===== src/pscm_pkg.sv =====
package pscm_pkg;

  localparam int FRAME_BITS_DEF = 24;
  localparam logic [15:0] TICKS_PER_MS_RST = 16'd1000;

  localparam logic [7:0] HDR_INDEX       = 8'h70;
  localparam logic [7:0] HDR_READ        = 8'h71;
  localparam logic [7:0] HDR_DATA        = 8'h72;
  localparam logic [7:0] DATA_ONLY_INDEX = 8'hFF;

  typedef enum logic [1:0] {
    REQ_NONE  = 2'd0,
    REQ_WRITE = 2'd1,
    REQ_READ  = 2'd2,
    REQ_SLEEP = 2'd3
  } req_t;

  typedef struct packed {
    logic [1:0]  req_type;
    logic [7:0]  reg_index;
    logic [15:0] value;
    logic        sdo;
  } in_word_t;

  typedef struct packed {
    logic        chip_select;
    logic        serial_clock;
    logic        serial_data;
    logic        busy_res;
    logic        accepted;
    logic [15:0] read_data;
    logic        read_valid;
  } res_word_t;

endpackage


===== src/pscm_in_reg.sv =====
module pscm_in_reg (
  input  logic               clk,
  input  logic               rst_n,
  input  logic               in_valid,
  output logic               in_stall,
  input  pscm_pkg::in_word_t in_word,
  input  logic               load,
  output logic               word_valid,
  output pscm_pkg::in_word_t word
);
  import pscm_pkg::*;

  logic     valid_r;
  logic     valid_nxt;
  in_word_t word_r;
  logic     take;

  // The held word stays until the core passes it to the result register.
  assign in_stall   = valid_r && !load;
  assign take       = in_valid && !in_stall;
  assign valid_nxt  = take || (valid_r && !load);
  assign word_valid = valid_r;
  assign word       = word_r;

  always_ff @(posedge clk) begin
    if (!rst_n) begin
      valid_r <= 1'b0;
    end else begin
      valid_r <= valid_nxt;
    end
    if (take) begin
      word_r <= in_word;
    end
  end

endmodule


===== src/pscm_core.sv =====
module pscm_core #(
  parameter int FRAME_BITS = pscm_pkg::FRAME_BITS_DEF
) (
  input  logic                clk,
  input  logic                rst_n,
  input  logic                cfg_we,
  input  logic [15:0]         cfg_data,
  input  pscm_pkg::in_word_t  cmd,
  input  logic                load,
  output pscm_pkg::res_word_t res
);
  import pscm_pkg::*;

  localparam int TW = $clog2(2 * FRAME_BITS + 3);
  localparam int JW = $clog2(FRAME_BITS);
  localparam logic [TW-1:0] LAST_TICK = TW'(2 * FRAME_BITS + 2);

  typedef enum logic [1:0] {
    MODE_IDLE  = 2'd0,
    MODE_WRITE = 2'd1,
    MODE_READ  = 2'd2,
    MODE_SLEEP = 2'd3
  } mode_t;

  typedef enum logic [1:0] {
    PEND_NONE = 2'd0,
    PEND_DATA = 2'd1,
    PEND_READ = 2'd2
  } pend_t;

  function automatic logic [FRAME_BITS-1:0] mk_word(input logic [7:0] hdr,
                                                    input logic [15:0] low);
    logic [31:0] full;
    full = {8'h00, hdr, low};
    return full[FRAME_BITS-1:0];
  endfunction

  mode_t                 mode_r, mode_a, mode_nxt;
  logic [TW-1:0]         tick_r, tick_a, tick_nxt;
  logic [FRAME_BITS-1:0] fword_r, fword_a, fword_nxt;
  pend_t                 pend_r, pend_a, pend_nxt;
  logic [15:0]           pdata_r, pdata_a, pdata_nxt;
  logic [15:0]           rshift_r, rshift_nxt;
  logic [31:0]           srem_r, srem_a, srem_nxt;
  logic                  sda_r, sda_nxt;
  logic [15:0]           tpm_r;
  logic [31:0]           sleep_len;
  logic                  sleep_start;
  logic [TW-1:0]         ph;
  logic [TW-2:0]         bitpos;
  logic [JW-1:0]         j;
  logic                  j_in_read;
  res_word_t             res_c;

  assign sleep_len = 32'(cmd.value) * 32'(tpm_r);
  assign ph        = tick_a - TW'(2);
  assign bitpos    = ph[TW-1:1];
  assign j         = JW'(FRAME_BITS - 1) - bitpos[JW-1:0];
  assign j_in_read = {1'b0, j} < (JW + 1)'(16);

  // Command acceptance, only while idle.
  always_comb begin
    mode_a      = mode_r;
    tick_a      = tick_r;
    fword_a     = fword_r;
    pend_a      = pend_r;
    pdata_a     = pdata_r;
    srem_a      = srem_r;
    sleep_start = 1'b0;
    if (mode_r == MODE_IDLE && cmd.req_type != REQ_NONE) begin
      case (req_t'(cmd.req_type))
        REQ_WRITE: begin
          mode_a = MODE_WRITE;
          tick_a = '0;
          if (cmd.reg_index == DATA_ONLY_INDEX) begin
            fword_a = mk_word(HDR_DATA, cmd.value);
            pend_a  = PEND_NONE;
          end else begin
            fword_a = mk_word(HDR_INDEX, {8'h00, cmd.reg_index});
            pend_a  = PEND_DATA;
            pdata_a = cmd.value;
          end
        end
        REQ_READ: begin
          mode_a  = MODE_WRITE;
          tick_a  = '0;
          fword_a = mk_word(HDR_INDEX, {8'h00, cmd.reg_index});
          pend_a  = PEND_READ;
        end
        REQ_SLEEP: begin
          // The accepting tick is already the first sleep tick.
          sleep_start = sleep_len != 32'd0;
          if (sleep_len > 32'd1) begin
            mode_a = MODE_SLEEP;
            srem_a = sleep_len - 32'd1;
          end
        end
        default: begin
          mode_a = mode_r;
        end
      endcase
    end
  end

  // Tick of the current frame or sleep.
  always_comb begin
    mode_nxt   = mode_a;
    tick_nxt   = tick_a;
    fword_nxt  = fword_a;
    pend_nxt   = pend_a;
    pdata_nxt  = pdata_a;
    rshift_nxt = rshift_r;
    srem_nxt   = srem_a;
    sda_nxt    = sda_r;
    res_c      = '0;
    res_c.chip_select  = 1'b1;
    res_c.serial_clock = 1'b1;
    res_c.accepted     = mode_r == MODE_IDLE && cmd.req_type != REQ_NONE;
    res_c.busy_res     = sleep_start;
    if (mode_a == MODE_WRITE || mode_a == MODE_READ) begin
      res_c.busy_res = 1'b1;
      if (tick_a == '0) begin
        sda_nxt = 1'b1;
        if (mode_a == MODE_READ) begin
          rshift_nxt = '0;
        end
      end else if (tick_a == TW'(1)) begin
        res_c.chip_select = 1'b0;
      end else if (tick_a < LAST_TICK) begin
        res_c.chip_select = 1'b0;
        if (!ph[0]) begin
          res_c.serial_clock = 1'b0;
          // Read bits hold SDA at its last level and sample SDO instead.
          if (mode_a == MODE_READ && j_in_read) begin
            if (cmd.sdo) begin
              rshift_nxt[j[3:0]] = 1'b1;
            end
          end else begin
            sda_nxt = fword_a[j];
          end
        end
      end
      if (tick_a >= LAST_TICK) begin
        if (mode_a == MODE_READ) begin
          res_c.read_valid = 1'b1;
          res_c.read_data  = rshift_r;
        end
        tick_nxt = '0;
        case (pend_a)
          PEND_DATA: begin
            mode_nxt  = MODE_WRITE;
            fword_nxt = mk_word(HDR_DATA, pdata_a);
          end
          PEND_READ: begin
            mode_nxt  = MODE_READ;
            fword_nxt = mk_word(HDR_READ, 16'h0000);
          end
          default: begin
            mode_nxt = MODE_IDLE;
          end
        endcase
        pend_nxt = PEND_NONE;
      end else begin
        tick_nxt = tick_a + TW'(1);
      end
    end else if (mode_r == MODE_SLEEP) begin
      res_c.busy_res = 1'b1;
      if (srem_r <= 32'd1) begin
        srem_nxt = '0;
        mode_nxt = MODE_IDLE;
      end else begin
        srem_nxt = srem_r - 32'd1;
      end
    end
    // The SDA pin shows the level as driven during this tick.
    res_c.serial_data = sda_nxt;
  end

  assign res = res_c;

  always_ff @(posedge clk) begin
    if (!rst_n) begin
      mode_r   <= MODE_IDLE;
      tick_r   <= '0;
      fword_r  <= '0;
      pend_r   <= PEND_NONE;
      pdata_r  <= '0;
      rshift_r <= '0;
      srem_r   <= '0;
      sda_r    <= 1'b1;
      tpm_r    <= TICKS_PER_MS_RST;
    end else begin
      if (load) begin
        mode_r   <= mode_nxt;
        tick_r   <= tick_nxt;
        fword_r  <= fword_nxt;
        pend_r   <= pend_nxt;
        pdata_r  <= pdata_nxt;
        rshift_r <= rshift_nxt;
        srem_r   <= srem_nxt;
        sda_r    <= sda_nxt;
      end
      if (cfg_we) begin
        tpm_r <= cfg_data;
      end
    end
  end

endmodule


===== src/pscm_out_reg.sv =====
module pscm_out_reg (
  input  logic                clk,
  input  logic                rst_n,
  input  logic                word_valid,
  input  pscm_pkg::res_word_t res,
  output logic                load,
  output logic                out_valid,
  input  logic                out_stall,
  output pscm_pkg::res_word_t out_word
);
  import pscm_pkg::*;

  logic      valid_r;
  logic      valid_nxt;
  res_word_t word_r;

  assign load      = word_valid && (!valid_r || !out_stall);
  assign valid_nxt = load || (valid_r && out_stall);
  assign out_valid = valid_r;
  assign out_word  = word_r;

  always_ff @(posedge clk) begin
    if (!rst_n) begin
      valid_r <= 1'b0;
    end else begin
      valid_r <= valid_nxt;
    end
    if (load) begin
      word_r <= res;
    end
  end

endmodule


===== src/panel_spi_command_master_top.sv =====
// Three-wire SPI command master for a display panel. Every input word is one
// timing tick and yields exactly one result word with the pin levels of that
// tick, plus busy, accepted and read-back status. A command is taken only on
// a tick while the master is idle; a frame spans 2*FRAME_BITS+3 ticks and a
// sleep spans value*ticks_per_ms ticks. Words pass through an input register
// and a result register, and one word is taken per clock cycle while the
// result side keeps up.
module panel_spi_command_master_top #(
  parameter int FRAME_BITS = pscm_pkg::FRAME_BITS_DEF
) (
  input  logic        clk,
  input  logic        rst_n,
  input  logic        cfg_we,
  input  logic [15:0] cfg_data,
  input  logic        in_valid,
  output logic        in_stall,
  input  logic [1:0]  in_req_type,
  input  logic [7:0]  in_reg_index,
  input  logic [15:0] in_value,
  input  logic        in_sdo,
  output logic        out_valid,
  input  logic        out_stall,
  output logic        out_chip_select,
  output logic        out_serial_clock,
  output logic        out_serial_data,
  output logic        out_busy_res,
  output logic        out_accepted,
  output logic [15:0] out_read_data,
  output logic        out_read_valid
);
  import pscm_pkg::*;

  in_word_t  in_word;
  in_word_t  cmd;
  logic      cmd_valid;
  logic      load;
  res_word_t res;
  res_word_t out_word;

  assign in_word.req_type  = in_req_type;
  assign in_word.reg_index = in_reg_index;
  assign in_word.value     = in_value;
  assign in_word.sdo       = in_sdo;

  pscm_in_reg u_in_reg (
    .clk        (clk),
    .rst_n      (rst_n),
    .in_valid   (in_valid),
    .in_stall   (in_stall),
    .in_word    (in_word),
    .load       (load),
    .word_valid (cmd_valid),
    .word       (cmd)
  );

  pscm_core #(
    .FRAME_BITS (FRAME_BITS)
  ) u_core (
    .clk      (clk),
    .rst_n    (rst_n),
    .cfg_we   (cfg_we),
    .cfg_data (cfg_data),
    .cmd      (cmd),
    .load     (load),
    .res      (res)
  );

  pscm_out_reg u_out_reg (
    .clk        (clk),
    .rst_n      (rst_n),
    .word_valid (cmd_valid),
    .res        (res),
    .load       (load),
    .out_valid  (out_valid),
    .out_stall  (out_stall),
    .out_word   (out_word)
  );

  assign out_chip_select  = out_word.chip_select;
  assign out_serial_clock = out_word.serial_clock;
  assign out_serial_data  = out_word.serial_data;
  assign out_busy_res     = out_word.busy_res;
  assign out_accepted     = out_word.accepted;
  assign out_read_data    = out_word.read_data;
  assign out_read_valid   = out_word.read_valid;

endmodule


===== config.mk =====
export PLATFORM = sky130hd
export DESIGN_NAME = panel_spi_command_master_top
export DESIGN_NICKNAME = d
export VERILOG_FILES = /design/src/pscm_pkg.sv /design/src/pscm_in_reg.sv /design/src/pscm_core.sv /design/src/pscm_out_reg.sv /design/src/panel_spi_command_master_top.sv
export SDC_FILE = /design/constraint.sdc
export NUM_CORES = 1
export LEC_CHECK = 0
export BUFFER_PORTS_ARGS = -buffer_cell sky130_fd_sc_hd__buf_2
export CAP_MARGIN = 25
export CORE_ASPECT_RATIO = 1.5
export CORE_MARGIN = 2
export CORE_UTILIZATION = 40
export DETAILED_ROUTE_END_ITERATION = 8
export HOLD_SLACK_MARGIN = 0.06
export MAX_ROUTING_LAYER = met4
export PLACE_DENSITY = 0.59
export SETUP_SLACK_MARGIN = 0.15
export SYNTH_ARGS = -nofsm -noshare
export SYNTH_HDL_FRONTEND = slang
export SYNTH_SLANG_ARGS = --single-unit

===== constraint.sdc =====
create_clock -name clk -period 18.8 [get_ports clk]
set_input_delay 3.76 -clock clk [delete_from_list [all_inputs] [get_ports clk]]
set_output_delay 3.76 -clock clk [all_outputs]
set_load 0.05 [all_outputs]

# [After elaboration in Yosys (flattened, before gate mapping)]
# Cells that the tools add are included.
[totals] register_bits=166 inputBits=48 out_inout_bits=24 wordCells=136
[op_classes] n_addsub=5 mul=1 magnitude_cmp=8 n_eq_ne=13 mux=55 n_bitwise=3 reduce_logical=29
[op_table] cell="32-bit two-way mux" n=6
[op_table] cell="16-bit two-way mux" n=10
[op_table] cell="24-bit one-hot mux with 2 select lines" n=2
[op_table] cell="24-bit two-way mux" n=3
[op_table] cell="32-bit by 1-bit subtractor with 32-bit output (second input constant)" n=2
[op_table] cell="32-bit by 1-bit greater-than comparator with 1-bit output (second input constant)" n=1
[op_table] cell="32-bit by 1-bit less-or-equal comparator with 1-bit output (second input constant)" n=1
[op_table] cell="16-bit by 16-bit multiplier with 32-bit output" n=1
[op_table] cell="32-bit nonzero test" n=1
[op_table] cell="6-bit two-way mux" n=4
[op_table] cell="2-bit two-way mux" n=10
[op_table] cell="18-bit two-way mux" n=1
[op_table] cell="16-bit OR" n=1
[op_table] cell="1-bit two-way mux" n=14
[op_table] cell="2-bit one-hot mux with 2 select lines" n=3
[op_table] cell="2-bit equality test (second input constant)" n=5
[op_table] cell="8-bit equality test (second input constant)" n=1
[op_table] cell="8-bit AND reduction" n=1
[op_table] cell="2-bit nonzero test" n=4
[op_table] cell="1-bit logical AND" n=7
[op_table] cell="6-bit by 1-bit adder with 6-bit output (second input constant)" n=1
[op_table] cell="2-bit by 1-bit equality test with 1-bit output (second input constant)" n=3
[op_table] cell="6-bit by 1-bit equality test with 1-bit output (second input constant)" n=1
[op_table] cell="6-bit >= comparator (second input constant)" n=1
[op_table] cell="other kinds (20)" n=30

# [Logic depth before layout (Yosys ltp)]
# Gate-level depths: netlist (run 1).
[depth] depth_word=17 mapped_depth=29 mapped_depth_nobuf=24

# [Modules after synthesis]
# A second synthesis (run 1) with hierarchy kept.
[hier_totals] cells_unflattened=2141 hier_area_um2=18038.6
[by_module_without_submodules] mod="pscm_core" instances=1 cells_each=2084 area_per_inst_um2=16480.8
[by_module_without_submodules] mod="pscm_in_reg" instances=1 cells_each=31 area_per_inst_um2=858.3
[by_module_without_submodules] mod="pscm_out_reg" instances=1 cells_each=26 area_per_inst_um2=699.4

# [Worst setup path after synthesis (run 1)]
# Ideal clock, no wire load.
[synth_timing] path_kind="input to output" from="in out_stall" to="out in_stall" arrival_time_ns=4.230 slack_ns=10.810 path_stages=1 path_cell_list="and3_1"
[synth_via] elab_chain_cells=5
[synth_rtl] element="start, declared" line="panel_spi_command_master_top.sv:22" text="input logic out_stall,"
[synth_rtl] element="1-bit logical NOT" line="pscm_out_reg.sv:17" text="assign load = word_valid && (!valid_r || !out_stall);"
[synth_rtl] element="1-bit logical OR" line="pscm_out_reg.sv:17"
[synth_rtl] element="1-bit logical AND" line="pscm_out_reg.sv:17"
[synth_rtl] element="1-bit logical NOT" line="pscm_in_reg.sv:19" text="assign in_stall = valid_r && !load;"
[synth_rtl] element="1-bit logical AND" line="pscm_in_reg.sv:19"
[synth_rtl] element="end, declared" line="panel_spi_command_master_top.sv:16" text="output logic in_stall,"
# Every way passes these cells.

# [Final worst setup path (run 1)]
[layout_timing] from="reg u_in_reg.word_r, in the netlist u_in_reg.word[15]" to="reg u_core.srem_r[3]"
[layout_via] elab_chain_cells=8 word_cells_on_any_way=13 cone_classes="mul (1); order compare (1); eq/ne (2); mux (8); reduce/logical (1)"
[layout_rtl] element="start, declared" line="pscm_in_reg.sv:15" text="in_word_t word_r;"
[layout_rtl] element="start signal, assigned" line="pscm_in_reg.sv:32" text="word_r <= in_word;"
[layout_rtl] element="16-bit by 16-bit multiplier with 32-bit output (*)" line="pscm_core.sv:55" text="assign sleep_len = 32'(cmd.value) * 32'(tpm_r);"
[layout_rtl] element="32-bit by 1-bit greater-than comparator with 1-bit output (*)" line="pscm_core.sv:93" text="if (sleep_len > 32'd1) begin"
[layout_rtl] element="2-bit two-way mux" line="pscm_core.sv:93"
[layout_rtl] element="2-bit one-hot mux with 2 select lines" line="pscm_core.sv:71" text="case (req_t'(cmd.req_type))"
[layout_rtl] element="2-bit two-way mux" line="pscm_core.sv:70" text="if (mode_r == MODE_IDLE && cmd.req_type != REQ_NONE) begin"
[layout_rtl] element="2-bit by 1-bit equality test with 1-bit output / 2-bit equality test (equally long branches)" line="pscm_core.sv:120" text="if (mode_a == MODE_WRITE || mode_a == MODE_READ) begin"
[layout_rtl] element="1-bit logical OR" line="pscm_core.sv:120"
[layout_rtl] element="32-bit two-way mux (*)" line="pscm_core.sv:120"
[layout_rtl] element="end signal, assigned" line="pscm_core.sv:200" text="srem_r <= srem_nxt;"
[layout_rtl] element="end, declared" line="pscm_core.sv:44" text="logic [31:0] srem_r, srem_a, srem_nxt;"
# Every way passes the cells marked *; elsewhere a longest branch is shown, timed or not.
# A chain may end at the register's enable or synchronous reset.

==> impl_metrics.csv, run 1 <==
group,metric,value,unit
run_status,status,"complete, no violations",
hold_path,hp-class,"reg -> reg",
floorplanning,die_w,177,um
yosys,ys_async_sr_fraction,0,
cells_and_area,num_antenna_cells,0,
yosys,syn_inst,2124,
yosys,synth_commonest_cells,"nand2_1 (275), inv_1 (248), fa_1 (194), and2_1 (153), nor2_1 (151)",
floorplanning,io_pins,72,
global_route,overflow,0,
yosys,synthAdderAreaFrac,0.301,
yosys,synth_top_family_by_area,"adder cells",
setup_path,path_class,"reg -> reg",
placed_design,post-place-ws,10.51,ns
setup_path,start_kind,"register",
placed_design,gp_congestion,0.907,
yosys,synth-seq-cells,166,
global_route,grt_pass1_vias,15900,
clock_tree,cts_tree,"done",
sta,timing.hold.ws,0.456,ns
sta,finalCriticalPeriod,8.34,ns
detailed_routing,dr.pass1.iters,6,
yosys,synthFlopType,"dfxtp_1",
cells_and_area,seqCellArea,3810,um2
global_route,grt_usage,0.234,
sta,clock_skew,0.0202,ns
yosys,synth_compound_area_frac,0.126,
cells_and_area,drive_above_1_share,0.0812,
cells_and_area,fin_nets,2471,
sta,hold_viol,0,
placed_design,port_buffers,71,
setup_path,worst-path-buf-inv,4,
global_route,grt_pass1_wl,83.8,mm
sta,max_clock_freq,120,MHz
placed_design,place_hpwl,38.8,mm
floorplanning,initial_core_util,0.403,
detailed_routing,wl_per_cell,19.1,um
floorplanning,fp.coreArea,44700,um2
detailed_routing,ant_nets,0,
job,maxCapViolations,0,
detailed_routing,drc,0,
sta,slew_violations,0,
setup_path,cp.required,19.14,ns
setup_path,path_max_fanout,21,
setup_path,worst_path_largest_cell_delay,0.90,ns
floorplanning,fp.dieH,264,um
clock_tree,clk-insertion-delay-late,0.45,ns
detailed_routing,vias,15100,
cells_and_area,multi_input_area,12800,um2
global_route,antenna_found_initial,0,
yosys,synthXorXnorAreaFrac,0.0248,
sta,tightest_slew,1.02,ns
clock_tree,cts_hold_buf,0,
yosys,yosysTopAreaCellShare,0.215,
setup_path,path_common_cell,"fa_1",
yosys,syn_nets,2489,
detailed_routing,drtIter0Drc,949,
cells_and_area,syn2layout_area_growth,7.47,%
cells_and_area,final_core_util,0.434,
floorplanning,dieArea,46800,um2
sta,fin_ws,10.46,ns
yosys,synth_area_leader_cell,"fa_1",
clock_tree,cts_resized,0,
yosys,synth_most_common_cell,"nand2_1",
setup_path,arrival,8.68,ns
sta,fin_crit_sh,0.444,
clock_tree,clk_pin_slew_worst_paths,0.08,ns
yosys,synth_edf_count,49,
clock_tree,cts_setup_buffers,0,
clock_tree,cts_buffers,17,
cells_and_area,nFillCells,4546,
setup_path,critPathTopFamily,"adder cells",
detailed_routing,viasPerCell,5.59,
floorplanning,std_cell_rows,95,
yosys,yosys.area_share.simple,0.215,
yosys,synth_cell_types,85,
yosys,syn-cell-area,18000,um2
sta,rsz0062_at_grt,"false",
yosys,muxShareOfSynthArea,0.0424,
yosys,yosysWarnings,0,
clock_tree,clkSinkCount,166,
yosys,synth.area.top_cells,"fa_1 (22%), dfxtp_1 (13%), ha_1 (8.5%), edfxtp_1 (8.2%), nand2_1 (5.7%)",
yosys,yosysSeqAreaShare,0.211,
clock_tree,clk_root_buffer_cell,"clkbuf_16",
sta,final-setup-viol-count,0,
detailed_routing,wl,51.5,mm
setup_path,cp_slowest_cell,"edfxtp_1",
clock_tree,htree_levels,4,
setup_path,worstSetupEndpointType,"register",
sta,fin_tns_setup,0,ns
sta,max_slew_margin,0.305,
global_route,grt_max_degree,73,
setup_path,path_cells,"nand2_1, fa_1, fa_1, inv_1, fa_1, fa_1, fa_1, inv_1, fa_1, inv_1, ha_1, and2_4, and3_1, a221o_1, o31ai_1, a221o_1, nand4_2, nor4_4, nor2_4, buf_4, mux2_2, o21ba_2",
clock_tree,cts_max_path_buffers,2,
yosys,syn_area_per_cell,8.49,um2
logic make-up (layout without fill, tap and decap cells):
| logic type | Yosys count | after routing |
|---|---|---|
| compound gates | 347 | 347 |
| xor+xnor | 51 | 51 |
| fa+ha+maj | 317 | 317 |
| buf+inv | 374 | 369 |
| flops | 166 | 166 |
| mux | 69 | 69 |
| simple gates | 800 | 800 |
metrics by stage:
step,area (um2),std cells
after floorplan,18000,2124
after global placement,18700,2668
after detailed placement,18700,2668
after CTS,19400,2700
after global routing,19400,2701
final,19400,2701
sequential cells by signal, summed over array words and instances (netlist names):
| register | cells |
|---|---|
| u_core.srem_r | 32 |
| u_in_reg.word | 27 |
| u_core.fword_r | 24 |
| u_out_reg.out_word | 22 |
| u_core.pdata_r | 16 |
| u_core.rshift_r | 16 |
| u_core.tpm_r | 16 |
| u_core.tick_r | 6 |
| u_core.mode_r | 2 |
| u_core.pend_r | 2 |
| u_core.sda_r | 1 |
| u_in_reg.word_valid | 1 |
| u_out_reg.out_valid | 1 |
layout by cell type, fill, tap and decap left out, types with 7 or more instances in the layout:
cell type / n
a211oi_1: 10
a21o_1: 17
a21oi_1: 113
a221oi_1: 9
a311oi_1: 15
a31oi_1: 7
and2_1: 153
and3_1: 21
buf_2: 71
buf_4: 17
clkbuf_16: 17
dfxtp_1: 117
edfxtp_1: 49
fa_1: 194
ha_1: 123
inv_1: 247
mux2_2: 19
mux2i_1: 46
nand2_1: 275
nand2b_1: 8
nand3_1: 41
nand4_1: 20
nor2_1: 150
nor3_1: 67
nor4_1: 15
o211ai_1: 12
o21a_1: 7
o21ai_0: 66
o21ai_1: 7
o22ai_1: 18
or3_1: 13
xnor2_1: 28
xor2_1: 23
routing by layer:
metal / share of wire / wire [um] / GRT usage
met1: 0.37 / 19000 / 0.246
met2: 0.54 / 28000 / 0.433
met3: 0.034 / 1760 / 0.0167
met4: 0.052 / 2690 / 0.118
met5: 0 / 0 / -
worst register-to-register path: cells and delay by family (launching register included):
family | cells | cell delay, ns
fa+ha+maj | 7 | 3.45
simple gates | 6 | 1.57
buf+inv | 4 | 0.45
compound gates | 4 | 1.55
mux | 1 | 0.32
flops | 1 | 0.90
path summary, 6_finish.rpt:
| kind | to | start | slack [ns] | depth (start not counted) |
|---|---|---|---|---|
| setup / recovery | u_core.srem_r[3] | u_in_reg.word[15] | 10.46 | 22 |
| hold / removal | u_core.pdata_r[6] | u_core.pdata_r[6] | 0.46 | 2 |
| setup reg to reg | u_core.srem_r[3] | u_in_reg.word[15] | 10.46 | 22 |
| hold reg to reg | u_core.pdata_r[6] | u_core.pdata_r[6] | 0.46 | 2 |
cell type report:
cell class / count / area share
timing repair buffer: 88 / 0.0249
inverter: 249 / 0.0482
clock inverter: 15 / 0.0102
tap: 582 / 0.0376
clock buffer: 17 / 0.0220
multi-input combinational: 1584 / 0.660
sequential: 166 / 0.197
Power of run 1 is left out: the tool's default activity adds up to more than one toggle a clock period on the data nets, which glitch-free logic cannot reach.
==> run 2, diff against run 1 <==
--- a/config.mk
+++ b/config.mk
@@ -5,6 +5,7 @@
 export SDC_FILE = /design/constraint.sdc
 export NUM_CORES = 1
 export LEC_CHECK = 0
+export ABC_AREA = 1
 export BUFFER_PORTS_ARGS = -buffer_cell sky130_fd_sc_hd__buf_2
 export CAP_MARGIN = 25
 export CORE_ASPECT_RATIO = 1.5
==> constraint.sdc (replaced) <==
create_clock -name clk -period 7.7 [get_ports clk]
set_input_delay 1.54 -clock clk [delete_from_list [all_inputs] [get_ports clk]]
set_output_delay 1.54 -clock clk [all_outputs]
set_load 0.05 [all_outputs]
==> run 2 against run 1 <==
Compared with the run above: register-to-register slack lost 9.9 ns; worst setup slack lost 9.9 ns; sequential share of layout area fell by 1.8 points.
==> impl_metrics.csv, run 2 <==
group,metric,value,unit
yosys,yosysWarnings,0,
setup_path,rrSetupSlack,0.53,ns
floorplanning,fp.dieH,275,um
setup_path,cp.required,8.07,ns
yosys,syn_inst,2897,
placed_design,place_hpwl,44.2,mm
floorplanning,fp.coreArea,48600,um2
detailed_routing,wl_met2,31.0,mm
global_route,grt_pass1_wl,93.8,mm
setup_path,arrival,7.54,ns
clock_tree,clk_pin_slew_worst_paths,0.07,ns
yosys,synth_cell_types,48,
yosys,syn_nets,3262,
detailed_routing,vias,18100,
yosys,yosysTopAreaCellShare,0.198,
setup_path,path_common_cell,"nand2_1",
global_route,grt_pass1_vias,18400,
cells_and_area,num_antenna_cells,0,
cells_and_area,drive_above_1_share,0.0790,
global_route,antenna_found_initial,0,
floorplanning,dieArea,50900,um2
floorplanning,std_cell_rows,99,
sta,hold_viol,0,
yosys,synthFlopType,"dfxtp_1",
global_route,overflow,0,
sta,rsz0062_at_grt,"false",
global_route,grt_max_degree,66,
yosys,synth-seq-cells,166,
clock_tree,cts_tree,"done",
detailed_routing,viasPerCell,5.05,
yosys,synth_area_leader_cell,"fa_1",
sta,tightest_slew,0.999,ns
job,maxCapViolations,0,
cells_and_area,mostFrequentLayoutCells,"nand2_1 (822), inv_1 (618), nor2_1 (198)",
yosys,synth_edf_count,49,
yosys,synth_commonest_cells,"nand2_1 (822), inv_1 (619), nor2_1 (199), fa_1 (194), o21ai_0 (169)",
yosys,yosysSeqAreaShare,0.194,
sta,fin_tns_setup,0,ns
yosys,synth.area.top_cells,"fa_1 (20%), nand2_1 (16%), dfxtp_1 (12%), inv_1 (12%), ha_1 (7.8%)",
floorplanning,die_w,185,um
clock_tree,clkSinkCount,166,
setup_path,path_max_fanout,13,
clock_tree,clk_root_buffer_cell,"clkbuf_16",
run_status,status,"complete, no violations",
detailed_routing,wl_met1,21.7,mm
clock_tree,cts_buffers,17,
sta,slew_violations,0,
cells_and_area,syn2layout_area_growth,8.59,%
sta,final-setup-viol-count,0,
setup_path,start_kind,"register",
yosys,ys_async_sr_fraction,0,
detailed_routing,dr.pass1.iters,5,
hold_path,hp-class,"reg -> reg",
detailed_routing,wl_met3,1.98,mm
global_route,grt_usage,0.242,
sta,max_clock_freq,139,MHz
detailed_routing,ant_nets,0,
floorplanning,io_pins,72,
yosys,synth_most_common_cell,"nand2_1",
sta,fin_crit_sh,0.931,
sta,clock_skew,0.0176,ns
cells_and_area,fin_nets,3277,
clock_tree,clk-insertion-delay-late,0.46,ns
cells_and_area,max_flop_register,"u_core.srem_r",
setup_path,worstSetupEndpointType,"register",
setup_path,worst_path_largest_cell_delay,0.56,ns
yosys,syn-cell-area,19600,um2
detailed_routing,drtIter0Drc,1286,
detailed_routing,drc,0,
setup_path,cp_slowest_cell,"fa_1",
cells_and_area,largest_reg_flops,32,
sta,finalCriticalPeriod,7.17,ns
cells_and_area,final_common_cell,"nand2_1",
floorplanning,initial_core_util,0.405,
yosys,syn_area_per_cell,6.78,um2
detailed_routing,wl,57.3,mm
clock_tree,cts_max_path_buffers,2,
detailed_routing,top_layer_used,"met4",
detailed_routing,wl_per_cell,16.0,um
placed_design,port_buffers,71,
placed_design,gp_congestion,0.929,
sta,max_slew_margin,0.333,
clock_tree,htree_levels,4,
setup_path,path_class,"reg -> reg",
## run 2: area by class of cell
| class | count | area, um2 |
|---|---|---|
| repair buffers | 133 | 883 |
| well taps | 656 | 821 |
| multi-input cells | 1960 | 12900 |
| clock inverters | 13 | 98.8 |
| clock buffers | 19 | 433 |
| inverters | 634 | 2380 |
| flip-flops and latches | 166 | 3820 |
| fillers | 5178 | 27200 |
## run 2: worst paths after layout
| kind | from | to | depth (start not counted) |
|---|---|---|---|
| hold reg to reg | u_core.fword_r[23] | u_core.fword_r[23] | 2 |
| setup / recovery | u_in_reg.word[8] | u_core.fword_r[13] | 35 |
| setup reg to reg | u_in_reg.word[8] | u_core.fword_r[13] | 35 |
| hold / removal | u_core.fword_r[23] | u_core.fword_r[23] | 2 |
## run 2: cells by family after synthesis
logic type | share of synthesized area
compound gates | 0.0960
flops | 0.194
buf+inv | 0.150
simple gates | 0.261
fa+ha+maj | 0.276
xor+xnor | 0.0231
## run 2: critical path: cells and delay by family, from the launching register on
family	cells	cell delay, ns
AO/OA/AOI/OAI	2	0.28
flip-flops	1	0.54
AND/OR/NAND/NOR	19	2.19
buffers and inverters	7	0.69
adder cells (fa/ha/maj)	7	3.38
## run 2: stage by stage
step	cells	util	area, um2	hold slack, ns	setup WS, ns
finish	3581	0.439	21300	0.436	0.529
floorplan	2897	-	19600	0.415	1.34
CTS	3562	0.435	21100	0.441	0.393
detailed placement	3530	0.424	20600	0.430	0.386
global route	3581	0.439	21300	0.473	0.153
global placement	3530	0.424	20600	0.427	0.477
## run 2: routing by layer
metal	vias to the layer above	global-route usage
li1	8786	-
met1	8679	0.257
met2	462	0.455
met3	150	0.0178
met4	0	0.107
met5	-	-
## run 2: timing repair
item / CTS / global route
endpoints found under the hold margin: 0 / 0
hold buffers: 0 / 0
setup buffers: 0 / 18
endpoints found under the setup margin: 0 / 63
gates resized for setup: 0 / 6
Power of run 2 is left out for the same reason.
==> run 3, diff against run 2 <==
--- a/config.mk
+++ b/config.mk
@@ -9,7 +9,6 @@
 export BUFFER_PORTS_ARGS = -buffer_cell sky130_fd_sc_hd__buf_2
 export CAP_MARGIN = 25
 export CORE_ASPECT_RATIO = 1.5
-export CORE_MARGIN = 2
 export CORE_UTILIZATION = 40
 export DETAILED_ROUTE_END_ITERATION = 8
 export HOLD_SLACK_MARGIN = 0.06
==> run 3 against run 2 <==
Compared with the run above: clock-buffer cell count unchanged; first-iteration DRC count down 7.0%; utilization up 0.35 points; fmax up 1.9%; critical path type unchanged; critical endpoint is now u_core.fword_r[10]; sequential cell count unchanged.
==> impl_metrics.csv, run 3 (synthesis gave the netlist of run 2 again) <==
group,metric,value,unit
floorplanning,dieArea,50000,um2
placed_design,gp_congestion,0.908,
detailed_routing,dr.pass1.iters,5,
cells_and_area,final_core_util,0.443,
cells_and_area,final_common_cell,"nand2_1",
cells_and_area,nFillCells,5162,
cells_and_area,mostFrequentLayoutCells,"nand2_1 (822), inv_1 (618), nor2_1 (198)",
global_route,grt_max_degree,67,
detailed_routing,vias,18000,
cells_and_area,fin_nets,3290,
sta,max_clock_freq,142,MHz
setup_path,worstSetupEndpointType,"register",
sta,rsz0062_at_grt,"false",
sta,clock_skew,0.0168,ns
setup_path,start_kind,"register",
cells_and_area,max_flop_register,"u_core.srem_r",
floorplanning,fp.coreArea,48600,um2
clock_tree,clk_root_buffer_cell,"clkbuf_16",
setup_path,cp.required,8.08,ns
run_status,status,"complete, no violations",
cells_and_area,seqCellArea,3820,um2
cells_and_area,drive_above_1_share,0.0834,
sta,fin_tns_setup,0,ns
floorplanning,die_w,183,um
sta,max_slew_margin,0.306,
sta,hold_viol,0,
placed_design,place_hpwl,43.8,mm
floorplanning,io_pins,72,
detailed_routing,viasPerCell,5.01,
detailed_routing,drc,0,
clock_tree,cts_tree,"done",
sta,fin_crit_sh,0.914,
detailed_routing,wl_per_cell,15.9,um
job,maxCapViolations,0,
setup_path,path_common_cell,"nand2_1",
detailed_routing,drtIter0Drc,1196,
clock_tree,cts_max_path_buffers,2,
clock_tree,htree_levels,4,
cells_and_area,syn2layout_area_growth,9.45,%
global_route,overflow,0,
detailed_routing,ant_nets,0,
cells_and_area,num_antenna_cells,0,
global_route,grt_pass1_vias,18400,
sta,slew_violations,0,
floorplanning,fp.dieH,273,um
global_route,antenna_found_initial,0,
cells_and_area,largest_reg_flops,32,
clock_tree,clk_pin_slew_worst_paths,0.07,ns
setup_path,path_max_fanout,14,
setup_path,path_class,"reg -> reg",
detailed_routing,wl,57.1,mm
setup_path,worst_path_largest_cell_delay,0.53,ns
hold_path,hp-class,"reg -> reg",
cells_and_area,multi_input_area,12900,um2
setup_path,cp_slowest_cell,"fa_1",
clock_tree,cts_buffers,17,
global_route,grt_pass1_wl,93.1,mm
setup_path,rr_worst_depth,36,
sta,final-setup-viol-count,0,
sta,tightest_slew,1.04,ns
setup_path,arrival,7.42,ns
hold_path,hold_depth,2,
floorplanning,initial_core_util,0.405,
placed_design,port_buffers,71,
clock_tree,clkSinkCount,166,
sta,finalCriticalPeriod,7.04,ns
clock_tree,clk-insertion-delay-late,0.46,ns
floorplanning,std_cell_rows,99,
global_route,grt_usage,0.244,
-- run 3: metrics by stage --
stage	hold slack (ns)	setup slack, ns	instances	cell area [um2]
after floorplan	0.415	1.34	2897	19600
after global placement	0.428	0.463	3531	20600
after detailed placement	0.431	0.353	3531	20600
after CTS	0.445	0.319	3563	21200
after global routing	0.471	0.166	3594	21500
final	0.443	0.660	3594	21500
-- run 3: worst paths after layout --
| kind | start | endpoint | slack [ns] |
|---|---|---|---|
| worst max-delay path | u_in_reg.word[11] | u_core.fword_r[10] | 0.66 |
| worst min register to register | u_core.fword_r[18] | u_core.fword_r[18] | 0.44 |
| worst max register to register | u_in_reg.word[11] | u_core.fword_r[10] | 0.66 |
| worst min-delay path | u_core.fword_r[18] | u_core.fword_r[18] | 0.44 |
-- run 3: area by class of cell --
type                       instances  area share
multi-input combinational       1960       0.600
sequential                       166       0.178
inverter                         634       0.111
timing repair buffer             146      0.0462
tap                              656      0.0382
clock buffer                      19      0.0206
clock inverter                    13     0.00692
-- run 3: what timing repair did --
action                                  CTS  global route
endpoints found under the setup margin    0            70
gates resized for setup                   0             6
buffers inserted                          0            30
hold buffers                              0             0
-- run 3: critical path: cells and delay by family, from the launching register on --
kind                       cells  cell delay (ns)
DFF                            1             0.41
AOI/OAI and AO/OA              2             0.23
adders and majority gates      7             3.38
and+or+nand+nor               18             1.98
buffers and inverters          9             0.93
-- run 3: metal layers --
metal	wire length (um)	vias to the layer above	global-route usage	part of all wire
met5	0	-	-	0
met4	2220	0	0.109	0.039
met3	1670	124	0.0180	0.029
met2	31300	456	0.465	0.55
met1	21900	8610	0.252	0.38
li1	-	8805	-	-
Power of run 3 is left out for the same reason.
